## config.mk

```make
export PLATFORM = sky130hd
export DESIGN_NAME = iso_timestamp_validator_top_flat
export DESIGN_NICKNAME = d
export VERILOG_FILES = /design/src/hdl/tsv_pkg.sv /design/src/hdl/tsv_char_if.sv /design/src/hdl/tsv_res_if.sv /design/src/hdl/iso_timestamp_validator_top.sv /design/src/flat_wrapper.sv
export SDC_FILE = /design/constraint.sdc
export NUM_CORES = 1
export LEC_CHECK = 0
export BUFFER_PORTS_ARGS = -buffer_cell sky130_fd_sc_hd__buf_4
export CORE_ASPECT_RATIO = 0.6
export CORE_UTILIZATION = 30
export DETAILED_ROUTE_END_ITERATION = 8
export GPL_TIMING_DRIVEN = 0
export PLACE_DENSITY = 0.56
export SETUP_SLACK_MARGIN = 0.4
export SLEW_MARGIN = 20
export SYNTH_ARGS = -nofsm -noshare
export SYNTH_HDL_FRONTEND = slang
export SYNTH_SLANG_ARGS = --single-unit
```

## constraint.sdc

```tcl
create_clock -name clk -period 4.4 [get_ports clk]
set_input_delay 0.88 -clock clk [delete_from_list [all_inputs] [get_ports clk]]
set_output_delay 0.88 -clock clk [all_outputs]
set_load 0.05 [all_outputs]
```

## src/hdl/tsv_pkg.sv

```systemverilog
// ----------------------------------------------------------------------------
// tsv_pkg
// Shared types, character codes and helpers of the ISO 8601 timestamp checker.
// ----------------------------------------------------------------------------
`default_nettype none

package tsv_pkg;

  // Character codes
  localparam logic [7:0] CH_ZERO  = 8'h30;  // '0'
  localparam logic [7:0] CH_NINE  = 8'h39;  // '9'
  localparam logic [7:0] CH_T     = 8'h54;  // 'T'
  localparam logic [7:0] CH_SPACE = 8'h20;  // ' '
  localparam logic [7:0] CH_Z     = 8'h5A;  // 'Z'
  localparam logic [7:0] CH_PLUS  = 8'h2B;  // '+'
  localparam logic [7:0] CH_MINUS = 8'h2D;  // '-'
  localparam logic [7:0] CH_COLON = 8'h3A;  // ':'
  localparam logic [7:0] CH_DOT   = 8'h2E;  // '.'

  // Field limits
  localparam logic [6:0] HOUR_MAX   = 7'd23;
  localparam logic [6:0] MINUTE_MAX = 7'd59;
  localparam logic [6:0] MONTH_MAX  = 7'd12;

  typedef struct packed {
    logic [7:0] char_code;
    logic       last_char;
  } char_t;

  typedef struct packed {
    logic        valid_res;
    logic [13:0] year;
    logic [3:0]  month;
    logic [4:0]  day;
  } res_t;

  typedef enum logic [5:0] {
    ST_Y0, ST_Y1, ST_Y2, ST_Y3, ST_DASH1, ST_M0, ST_M1, ST_DASH2, ST_D0, ST_D1,
    ST_SEP, ST_TH0, ST_TH1, ST_AH, ST_TM0, ST_TM1, ST_AM, ST_TS0, ST_TS1, ST_AS,
    ST_FR0, ST_FR, ST_ZEND, ST_OH0, ST_OH1, ST_AOH, ST_OMN1, ST_OM0, ST_OM1,
    ST_AOM, ST_OS0, ST_OS1, ST_AOS, ST_OFR0, ST_OFR
  } parse_state_t;

  function automatic logic [4:0] days_in_month(logic [3:0] month, logic leap);
    logic [4:0] days;
    case (month)
      4'd1, 4'd3, 4'd5, 4'd7, 4'd8, 4'd10, 4'd12: days = 5'd31;
      4'd4, 4'd6, 4'd9, 4'd11:                    days = 5'd30;
      4'd2:                                       days = leap ? 5'd29 : 5'd28;
      default:                                    days = 5'd0;
    endcase
    return days;
  endfunction

  function automatic logic is_accepting(parse_state_t st);
    logic acc;
    case (st)
      ST_SEP, ST_AH, ST_AM, ST_AS, ST_FR, ST_ZEND, ST_AOH, ST_AOM, ST_AOS,
      ST_OFR:  acc = 1'b1;
      default: acc = 1'b0;
    endcase
    return acc;
  endfunction

endpackage

`default_nettype wire

```

## src/hdl/tsv_char_if.sv

```systemverilog
// ----------------------------------------------------------------------------
// tsv_char_if
// Character channel: one character per transaction, with an end-of-string mark.
// ----------------------------------------------------------------------------
`default_nettype none

interface tsv_char_if import tsv_pkg::*; ();
  logic  valid;
  logic  ready;
  char_t data;

  modport source (output valid, output data, input ready);
  modport sink   (input valid, input data, output ready);
endinterface

`default_nettype wire

```

## src/hdl/tsv_res_if.sv

```systemverilog
// ----------------------------------------------------------------------------
// tsv_res_if
// Result channel: one verdict with year, month and day per transaction.
// ----------------------------------------------------------------------------
`default_nettype none

interface tsv_res_if import tsv_pkg::*; ();
  logic valid;
  logic ready;
  res_t data;

  modport source (output valid, output data, input ready);
  modport sink   (input valid, input data, output ready);
endinterface

`default_nettype wire

```

## src/hdl/iso_timestamp_validator_top.sv

```systemverilog
// ----------------------------------------------------------------------------
// iso_timestamp_validator_top
// Streaming ISO 8601 timestamp checker returning the parsed calendar date.
// ----------------------------------------------------------------------------
// The block takes one character per transaction and one character per clock,
// back to back, as long as the result register is free or being drained in
// the same cycle. A string ends with the character flagged by last_char; the
// verdict (valid_res with year, month and day, all zero for a rejected string)
// appears in the result register on the clock after that final character and
// the parser is already clear for the next string in that same cycle. Input
// ready falls only while a finished result sits unclaimed with out ready low.
// Accepted forms: YYYY-MM-DD, then optionally 'T' or space with HH[:MM[:SS[.f]]]
// and an optional zone of Z or +/-HH[MM | :MM[:SS[.f]]]. The date must be a
// real Gregorian date with year 0001-9999; the leap-year test is taken from
// the year digits as they stream in. Once a character breaks the grammar the
// string is marked failed and the rest up to the final mark is ignored.
// ----------------------------------------------------------------------------
`default_nettype none

module iso_timestamp_validator_top import tsv_pkg::*; (
  input  wire logic   clk,
  input  wire logic   rst_n,
  tsv_char_if.sink    in_if,
  tsv_res_if.source   out_if
);

  // Parser state
  parse_state_t state_r, state_nxt;
  logic         failed_r, failed_nxt;
  logic [13:0]  year_r, year_nxt;
  logic [3:0]   month_r, month_nxt;
  logic [4:0]   day_r, day_nxt;
  logic [3:0]   pfd_r, pfd_nxt;       // first digit of a two-digit field
  logic         hi_div4_r, hi_div4_nxt; // century digits divisible by 4
  logic         leap_r, leap_nxt;

  // Result register
  logic out_valid_r, out_valid_nxt;
  res_t out_data_r, out_data_nxt;

  logic       in_fire;
  logic       last;
  logic [7:0] c;
  logic       dig;
  logic [3:0] d;
  logic [6:0] pair_val;
  logic       is_zone;
  logic       lo_div4;
  logic       lo_zero;

  assign in_if.ready = !out_valid_r || out_if.ready;
  assign in_fire     = in_if.valid && in_if.ready;
  assign c           = in_if.data.char_code;
  assign last        = in_if.data.last_char;
  assign dig         = c inside {[CH_ZERO:CH_NINE]};
  assign d           = c[3:0];
  assign pair_val    = 7'(pfd_r * 7'd10) + {3'b000, d};
  assign is_zone     = (c == CH_Z) || (c == CH_PLUS) || (c == CH_MINUS);

  // Leap year from the digits: yy%4 == (2*y_tens + y_ones)%4
  assign lo_div4 = (2'({pfd_r[0], 1'b0} + d[1:0]) == 2'b00);
  assign lo_zero = (pfd_r == 4'd0) && (d == 4'd0);

  // --------------------------------------------------------------------------
  // Next-state logic: advance the grammar, set failed on a bad character
  // --------------------------------------------------------------------------
  always_comb begin
    state_nxt  = state_r;
    failed_nxt = failed_r;
    if (!failed_r) begin
      case (state_r)
        ST_Y0: begin
          if (dig) state_nxt = ST_Y1; else failed_nxt = 1'b1;
        end
        ST_Y1: begin
          if (dig) state_nxt = ST_Y2; else failed_nxt = 1'b1;
        end
        ST_Y2: begin
          if (dig) state_nxt = ST_Y3; else failed_nxt = 1'b1;
        end
        ST_Y3: begin
          if (dig && year_nxt != 14'd0) state_nxt = ST_DASH1; else failed_nxt = 1'b1;
        end
        ST_DASH1: begin
          if (c == CH_MINUS) state_nxt = ST_M0; else failed_nxt = 1'b1;
        end
        ST_M0: begin
          if (dig) state_nxt = ST_M1; else failed_nxt = 1'b1;
        end
        ST_M1: begin
          if (dig && pair_val != 7'd0 && pair_val <= MONTH_MAX) state_nxt = ST_DASH2;
          else failed_nxt = 1'b1;
        end
        ST_DASH2: begin
          if (c == CH_MINUS) state_nxt = ST_D0; else failed_nxt = 1'b1;
        end
        ST_D0: begin
          if (dig) state_nxt = ST_D1; else failed_nxt = 1'b1;
        end
        ST_D1: begin
          if (dig && pair_val != 7'd0 &&
              pair_val <= {2'b00, days_in_month(month_r, leap_r)}) state_nxt = ST_SEP;
          else failed_nxt = 1'b1;
        end
        ST_SEP: begin
          if (c == CH_T || c == CH_SPACE) state_nxt = ST_TH0; else failed_nxt = 1'b1;
        end
        ST_TH0: begin
          if (dig) state_nxt = ST_TH1; else failed_nxt = 1'b1;
        end
        ST_TH1: begin
          if (dig && pair_val <= HOUR_MAX) state_nxt = ST_AH; else failed_nxt = 1'b1;
        end
        ST_AH, ST_AM: begin
          if (c == CH_Z) state_nxt = ST_ZEND;
          else if (c == CH_PLUS || c == CH_MINUS) state_nxt = ST_OH0;
          else if (c == CH_COLON) state_nxt = (state_r == ST_AH) ? ST_TM0 : ST_TS0;
          else failed_nxt = 1'b1;
        end
        ST_TM0: begin
          if (dig) state_nxt = ST_TM1; else failed_nxt = 1'b1;
        end
        ST_TM1: begin
          if (dig && pair_val <= MINUTE_MAX) state_nxt = ST_AM; else failed_nxt = 1'b1;
        end
        ST_TS0: begin
          if (dig) state_nxt = ST_TS1; else failed_nxt = 1'b1;
        end
        ST_TS1: begin
          if (dig && pair_val <= MINUTE_MAX) state_nxt = ST_AS; else failed_nxt = 1'b1;
        end
        ST_AS, ST_FR: begin
          if (state_r == ST_AS && c == CH_DOT) state_nxt = ST_FR0;
          else if (state_r == ST_FR && dig) state_nxt = ST_FR;
          else if (c == CH_Z) state_nxt = ST_ZEND;
          else if (is_zone) state_nxt = ST_OH0;
          else failed_nxt = 1'b1;
        end
        ST_FR0: begin
          if (dig) state_nxt = ST_FR; else failed_nxt = 1'b1;
        end
        ST_OH0: begin
          if (dig) state_nxt = ST_OH1; else failed_nxt = 1'b1;
        end
        ST_OH1: begin
          if (dig && pair_val <= HOUR_MAX) state_nxt = ST_AOH; else failed_nxt = 1'b1;
        end
        ST_AOH: begin
          // Colon starts the long minute form; a digit 0-5 the compact one
          if (c == CH_COLON) state_nxt = ST_OM0;
          else if (dig && d <= 4'd5) state_nxt = ST_OMN1;
          else failed_nxt = 1'b1;
        end
        ST_OMN1: begin
          if (dig && pair_val <= MINUTE_MAX) state_nxt = ST_ZEND; else failed_nxt = 1'b1;
        end
        ST_OM0: begin
          if (dig) state_nxt = ST_OM1; else failed_nxt = 1'b1;
        end
        ST_OM1: begin
          if (dig && pair_val <= MINUTE_MAX) state_nxt = ST_AOM; else failed_nxt = 1'b1;
        end
        ST_AOM: begin
          if (c == CH_COLON) state_nxt = ST_OS0; else failed_nxt = 1'b1;
        end
        ST_OS0: begin
          if (dig) state_nxt = ST_OS1; else failed_nxt = 1'b1;
        end
        ST_OS1: begin
          if (dig && pair_val <= MINUTE_MAX) state_nxt = ST_AOS; else failed_nxt = 1'b1;
        end
        ST_AOS: begin
          if (c == CH_DOT) state_nxt = ST_OFR0; else failed_nxt = 1'b1;
        end
        ST_OFR0: begin
          if (dig) state_nxt = ST_OFR; else failed_nxt = 1'b1;
        end
        ST_OFR: begin
          if (!dig) failed_nxt = 1'b1;
        end
        default: begin
          // Nothing may follow a Z or a compact zone minute
          failed_nxt = 1'b1;
        end
      endcase
    end
  end

  // --------------------------------------------------------------------------
  // Datapath: collect date fields and digits; junk after a failure is masked
  // at the result
  // --------------------------------------------------------------------------
  always_comb begin
    year_nxt    = year_r;
    month_nxt   = month_r;
    day_nxt     = day_r;
    pfd_nxt     = pfd_r;
    hi_div4_nxt = hi_div4_r;
    leap_nxt    = leap_r;
    if (!failed_r) begin
      case (state_r)
        ST_Y0, ST_Y1, ST_Y2, ST_Y3: year_nxt = 14'(year_r * 14'd10) + {10'd0, d};
        default: ;
      endcase
      case (state_r)
        ST_Y0, ST_Y2, ST_M0, ST_D0, ST_TH0, ST_TM0, ST_TS0, ST_OH0, ST_AOH, ST_OM0,
        ST_OS0: pfd_nxt = d;
        ST_Y1:  hi_div4_nxt = (2'({pfd_r[0], 1'b0} + d[1:0]) == 2'b00);
        ST_Y3:  leap_nxt = lo_zero ? hi_div4_r : lo_div4;
        ST_M1:  month_nxt = pair_val[3:0];
        ST_D1:  day_nxt = pair_val[4:0];
        default: ;
      endcase
    end
  end

  // --------------------------------------------------------------------------
  // Result: load on the final character, drop once the sink takes it
  // --------------------------------------------------------------------------
  always_comb begin
    out_data_nxt.valid_res = !failed_nxt && is_accepting(state_nxt);
    out_data_nxt.year      = out_data_nxt.valid_res ? year_nxt  : 14'd0;
    out_data_nxt.month     = out_data_nxt.valid_res ? month_nxt : 4'd0;
    out_data_nxt.day       = out_data_nxt.valid_res ? day_nxt   : 5'd0;
    out_valid_nxt          = out_valid_r && !out_if.ready;
    if (in_fire && last) begin
      out_valid_nxt = 1'b1;
    end
  end

  always_ff @(posedge clk) begin
    if (!rst_n) begin
      state_r     <= ST_Y0;
      failed_r    <= 1'b0;
      year_r      <= '0;
      month_r     <= '0;
      day_r       <= '0;
      pfd_r       <= '0;
      hi_div4_r   <= 1'b0;
      leap_r      <= 1'b0;
      out_valid_r <= 1'b0;
    end else begin
      out_valid_r <= out_valid_nxt;
      if (in_fire) begin
        if (last) begin
          // Clear the parser for the next string
          state_r   <= ST_Y0;
          failed_r  <= 1'b0;
          year_r    <= '0;
          month_r   <= '0;
          day_r     <= '0;
          pfd_r     <= '0;
          hi_div4_r <= 1'b0;
          leap_r    <= 1'b0;
        end else begin
          state_r   <= state_nxt;
          failed_r  <= failed_nxt;
          year_r    <= year_nxt;
          month_r   <= month_nxt;
          day_r     <= day_nxt;
          pfd_r     <= pfd_nxt;
          hi_div4_r <= hi_div4_nxt;
          leap_r    <= leap_nxt;
        end
      end
    end
  end

  always_ff @(posedge clk) begin
    if (in_fire && last) begin
      out_data_r <= out_data_nxt;
    end
  end

  assign out_if.valid = out_valid_r;
  assign out_if.data  = out_data_r;

  // --------------------------------------------------------------------------
  // Assertions
  // --------------------------------------------------------------------------
  a_end_gives_result: assert property (@(posedge clk) disable iff (!rst_n)
    (in_fire && last) |=> out_valid_r)
    else $error("final character did not load a result");

  a_end_clears_parser: assert property (@(posedge clk) disable iff (!rst_n)
    (in_fire && last) |=> (state_r == ST_Y0 && !failed_r && year_r == 14'd0))
    else $error("parser not cleared after final character");

  a_valid_date_fields: assert property (@(posedge clk) disable iff (!rst_n)
    (out_valid_r && out_data_r.valid_res) |->
      (out_data_r.year != 14'd0 && out_data_r.month != 4'd0 &&
       out_data_r.month <= 4'd12 && out_data_r.day != 5'd0))
    else $error("accepted result carries an impossible date");

  a_invalid_is_zero: assert property (@(posedge clk) disable iff (!rst_n)
    (out_valid_r && !out_data_r.valid_res) |->
      (out_data_r.year == 14'd0 && out_data_r.month == 4'd0 && out_data_r.day == 5'd0))
    else $error("rejected result carries nonzero fields");

endmodule

`default_nettype wire

```

## src/flat_wrapper.sv

```systemverilog
// flat-port wrapper written by rule: the top's interface ports become plain ports
module iso_timestamp_validator_top_flat import tsv_pkg::*;
  (clk, rst_n, in_if_valid, in_if_data, in_if_ready, out_if_valid, out_if_data, out_if_ready);
  tsv_char_if in_if_i ();
  tsv_res_if out_if_i ();
  input  wire logic clk;
  input  wire logic rst_n;
  input wire logic [$bits(in_if_i.valid)-1:0] in_if_valid;
  input wire logic [$bits(in_if_i.data)-1:0] in_if_data;
  output wire logic [$bits(in_if_i.ready)-1:0] in_if_ready;
  output wire logic [$bits(out_if_i.valid)-1:0] out_if_valid;
  output wire logic [$bits(out_if_i.data)-1:0] out_if_data;
  input wire logic [$bits(out_if_i.ready)-1:0] out_if_ready;
  assign in_if_i.valid = in_if_valid;
  assign in_if_i.data = in_if_data;
  assign in_if_ready = in_if_i.ready;
  assign out_if_valid = out_if_i.valid;
  assign out_if_data = out_if_i.data;
  assign out_if_i.ready = out_if_ready;
  iso_timestamp_validator_top u_core (.clk(clk), .rst_n(rst_n), .in_if(in_if_i), .out_if(out_if_i));
endmodule
```

==> reports/results.env <==
RUN_STATUS='complete, but fails checks'
FAILED_CHECKS='negative setup slack'
MET3WIRELENGTH_MM=2.29
GRT.OVERFLOW.TOTAL=0
WORSTPATHREQUIRED_NS=4.58
TIMING.CRITICAL_PATH.SLOWEST_STAGE_CELL='sky130_fd_sc_hd__or4_4'
FINAL_HOLD_VIOL_COUNT=0
CRITICAL_PATH.N_BUFFERS_INVERTERS=5
CTS_TREE='done'
YS.FLOP_TYPE='sky130_fd_sc_hd__dfxtp_1'
SYNTH.CELLS.MOST_FREQUENT='sky130_fd_sc_hd__nor2_1 (50), sky130_fd_sc_hd__nand2_1 (47), sky130_fd_sc_hd__nor2b_1 (44)'
IO_BUFFERS=37
CRITICAL-PATH-TOP-DELAY-FAMILY='simple AND/OR/NAND/NOR gates'
FINAL_SETUP_VIOLATIONS=24
VIA_COUNT=6246
ANT_NETS=0
TRACK_USAGE_PCT=22.1
CLOCK-SINKS=61
YOSYSSEQAREASHARE_PCT=24.5
TIMING.CRITICAL_PATH.FROM_TYPE='input pin'
FIN_WORST_SKEW_NS=0.00293
CLOCK_TREE.ROOT_CELL='sky130_fd_sc_hd__clkbuf_16'
POST_SYNTH_CELL_TYPES=87
MULTI_INPUT_AREA_UM2=4640
SYNTHESIS.INSTANCES=717
CELLLEAKAGEPOWER_nW=2.71
TIMING.FINAL.WS_SETUP_NS=-0.446
FIRST_GLOBAL_VIAS=5506
TOTALWIRELENGTH_MM=22.2
MAPPEDNETLISTAREA_UM2=5960
FINAL.MIN_CLOCK_PERIOD_NS=4.85
SYNTH_TOP_CELLS_BY_AREA='sky130_fd_sc_hd__dfxtp_1 (12%), sky130_fd_sc_hd__edfxtp_1 (12%), sky130_fd_sc_hd__ha_1 (6.9%)'
DETAIL_ROUTE.WIRELENGTH.MET1_MM=11.6
DRT_DRC_VIOLATIONS_LEFT=0
PERIOD_SHARE_PCT=110
MAX_SLEW.WORST_PIN.SLEW_NS=1.06
SYNTH_ASYNC_SR_FLOP_SHARE_PCT=0
PATH_CLASS='in -> reg'
GRT_START_MAX_NET_PINS=25
SYN_AREA_PER_CELL_UM2=8.31
PLACEMENTROWS=39
SETUP.WORST_PATH.END_CLASS='register'
TIMING.CRITICAL_PATH.CELLS='buf_12 -> clkbuf_16 -> inv_6 -> fa_2 -> xnor2_2 -> nor4b_2 -> o2111ai_2 -> a211oi_2 -> nand2_2 -> or4_4 -> o311ai_4 -> a21oi_4 -> or4b_1 -> a211oi_2 -> a211oi_4 -> buf_12 -> buf_6 -> nor3b_2'
YOSYS.CELL_COUNT.TOP_TYPE='sky130_fd_sc_hd__nor2_1'
SEQ_AREA_UM2=1480
CTS_HTREE_LEVELS=3
WIRE_LENGTH_OF_THE_FIRST_GLOBAL_ROUTING_PASS_MM=34.3
YS_FF_LATCH=61
FINAL_LAYOUT_SIZE_SUFFIX_GT1_SHARE_PCT=25.7
DRT_FIRST_PASS_ITERS=6
GRT_ANTENNA_BEFORE_REPAIR=0
TRITONCTS.NUM_BUFFERS=9
DP_HPWL_MM=16.7
WL_MET2_MM=8.17
PLACEABLECOREAREA_UM2=19200
SYN_TO_FINAL_GROWTH_PCT=29.3
DIE_H_UM=111
POSTSYNTHNETCOUNT=767
CLOCK_LATENCY_NS=0.34
YS_WARN_COUNT=0
MAX-SLEW-MARGIN-REL_PCT=29.2
ROUTE.TOP_LAYER_USED='met4'
CTS.HOLD.BUFFERS_ADDED=0
POWER.DENSITY_nW_PER_UM2=244
POST_DRT_WL_PER_CELL_UM=20.6
CTS_MAX_PATH_BUFFERS=2
PLACE_CONGESTION=0.973
SYNTH_ENABLE_FLOP_CELLS=24
NUM_IO_PINS=39
FINAL.SETUP.TNS_NS=-8.55
INITIAL_UTILIZATION_PCT=31.0
CLK_TRANSITION_REPORTED_PATHS_NS=0.06
POWER_CONSUMPTION_mW=1.88
FILLER_CELL_COUNT=1955
SETUP_REPAIR_AFTER_GLOBAL_ROUTING_MISSED_ITS_MARGIN='true'
DETAIL_ROUTE.VIAS_PER_CELL=5.80
IR_WORST_VDD_V=0.000179
TIMING_MAX_TRANSITION_VIOLATIONS_FINAL=0
PLACE_WS_NS=-1.13
MAX_FREQ_MHz=206
ANTENNADIODECOUNT=0
YOSYSTOPAREACELLSHARE_PCT=12.4
SLOWEST_DELAY_NS=0.59
DRV.MAX_CAP_VIOLATION_COUNT=0
NETS=855
DIEWIDTH_UM=184
ARRIVAL_WORST_ENDPOINT_NS=5.03
WORST_HOLD_PATH_TYPE='reg -> reg'
SYNTH_TOP_AREA_CELL='sky130_fd_sc_hd__dfxtp_1'
DETAILEDROUTE.FIRSTITERATIONVIOLATIONS=888
FP.DIEAREA_UM2=20500
CRITPATHMAXFANOUT=6
final timing paths:
| path | from | cells after the start | slack (ns) | end |
|---|---|---|---|---|
| max reg2reg | u_core.year_r[2] | 16 | -0.40 | u_core.out_if.data[13] |
| max | in_if_data[3] | 18 | -0.45 | u_core.out_if.data[13] |
| min reg2reg | u_core.hi_div4_r | 2 | 0.49 | u_core.hi_div4_r |
| min | u_core.hi_div4_r | 2 | 0.49 | u_core.hi_div4_r |
worst min-delay path, delay by kind of cell, from the launching register on:
family	cells	cell delay, ns
compound gates	2	0.13
flops	1	0.30
where the power goes:
part / total [mW] / switching [mW] / leakage (nW) / internal (mW)
Clock: 0.831 / 0.278 / 0.163 / 0.553
Sequential: 0.613 / 0.0131 / 0.535 / 0.600
Combinational: 0.437 / 0.268 / 2.01 / 0.168
Total: 1.88 / 0.559 / 2.71 / 1.32
layout by cell type, fill, tap and decap left out, types with 6 or more instances in the layout:
cell type	synthesis	routed
sky130_fd_sc_hd__buf_4	0	71
sky130_fd_sc_hd__nor2_1	50	49
sky130_fd_sc_hd__nand2_1	47	46
sky130_fd_sc_hd__nor2b_1	44	44
sky130_fd_sc_hd__o21ai_0	42	40
sky130_fd_sc_hd__a21oi_1	35	35
sky130_fd_sc_hd__dfxtp_1	37	31
sky130_fd_sc_hd__clkbuf_1	31	28
sky130_fd_sc_hd__a22oi_1	27	27
sky130_fd_sc_hd__nor3_1	29	26
sky130_fd_sc_hd__ha_1	33	26
sky130_fd_sc_hd__edfxtp_1	24	24
sky130_fd_sc_hd__inv_1	18	16
sky130_fd_sc_hd__nor3_2	14	14
sky130_fd_sc_hd__nand3_1	14	13
sky130_fd_sc_hd__mux2i_1	14	13
sky130_fd_sc_hd__clkbuf_16	0	10
sky130_fd_sc_hd__o21a_1	10	10
sky130_fd_sc_hd__nor4_1	11	10
sky130_fd_sc_hd__a211oi_1	12	9
sky130_fd_sc_hd__and2_1	9	9
sky130_fd_sc_hd__buf_1	8	9
sky130_fd_sc_hd__a32oi_1	9	9
sky130_fd_sc_hd__nand2b_1	9	8
sky130_fd_sc_hd__xnor2_1	13	8
sky130_fd_sc_hd__a31oi_1	10	7
sky130_fd_sc_hd__nor3b_2	5	7
sky130_fd_sc_hd__a21o_1	6	6
sky130_fd_sc_hd__xnor2_2	1	6
sky130_fd_sc_hd__o211ai_1	6	6
sky130_fd_sc_hd__or3_1	7	6
sky130_fd_sc_hd__buf_2	6	6
sky130_fd_sc_hd__ha_4	0	6
kinds of logic (layout without fill, tap and decap cells):
| kind of cell | Yosys count | count (layout) | synth area share (%) |
|---|---|---|---|
| simple gates | 293 | 293 | 29.5 |
| compound gates | 224 | 224 | 27.2 |
| buf+inv | 65 | 158 | 4.47 |
| flops | 61 | 61 | 24.5 |
| fa+ha+maj | 39 | 39 | 8.63 |
| xor+xnor | 20 | 20 | 3.19 |
| mux | 15 | 15 | 2.54 |
sequential cells by signal, indices dropped and copies added, names as in the netlist:
| name | count |
|---|---|
| u_core.hi_div4_r | 1 |
| u_core.month_r | 4 |
| u_core.failed_r | 1 |
| u_core.out_if.valid | 1 |
| u_core.year_r | 14 |
| u_core.leap_r | 1 |
| u_core.pfd_r | 4 |
| u_core.out_if.data | 24 |
| u_core.state_r | 6 |
| u_core.day_r | 5 |
metal layers:
| metal | global-route usage [%] | vias up |
|---|---|---|
| li1 | - | 2929 |
| met1 | 36.4 | 3013 |
| met2 | 26.8 | 287 |
| met3 | 6.93 | 17 |
| met4 | 3.17 | 0 |
| met5 | 0 | - |
metrics by stage:
stage	util (%)	instances	area, µm²	hold WS (ns)
6_report	40.1	1076	7710	0.487
3_5_place_dp	34.9	1020	6700	0.475
2_1_floorplan	-	717	6090	0.455
5_1_grt	40.1	1076	7710	0.552
4_1_cts	39.0	1065	7510	0.482
3_3_place_gp	34.9	1020	6700	0.470
final cells by class:
| type | count | share of cell area, % |
|---|---|---|
| inverter | 18 | 0.941 |
| buffer | 47 | 2.89 |
| timing repair buffer | 77 | 8.13 |
| tap | 266 | 4.32 |
| clock inverter | 6 | 1.44 |
| sequential | 61 | 19.1 |
| clock buffer | 10 | 2.97 |
| multi-input combinational | 591 | 60.2 |
timing repair:
item,in CTS,in global routing
pin swaps,34,9
cloned,2,0
resized for setup,51,21
setup buffers,27,11
setup endpoints to repair,28,26
Note: power is estimated with default switching activity, not from simulation.
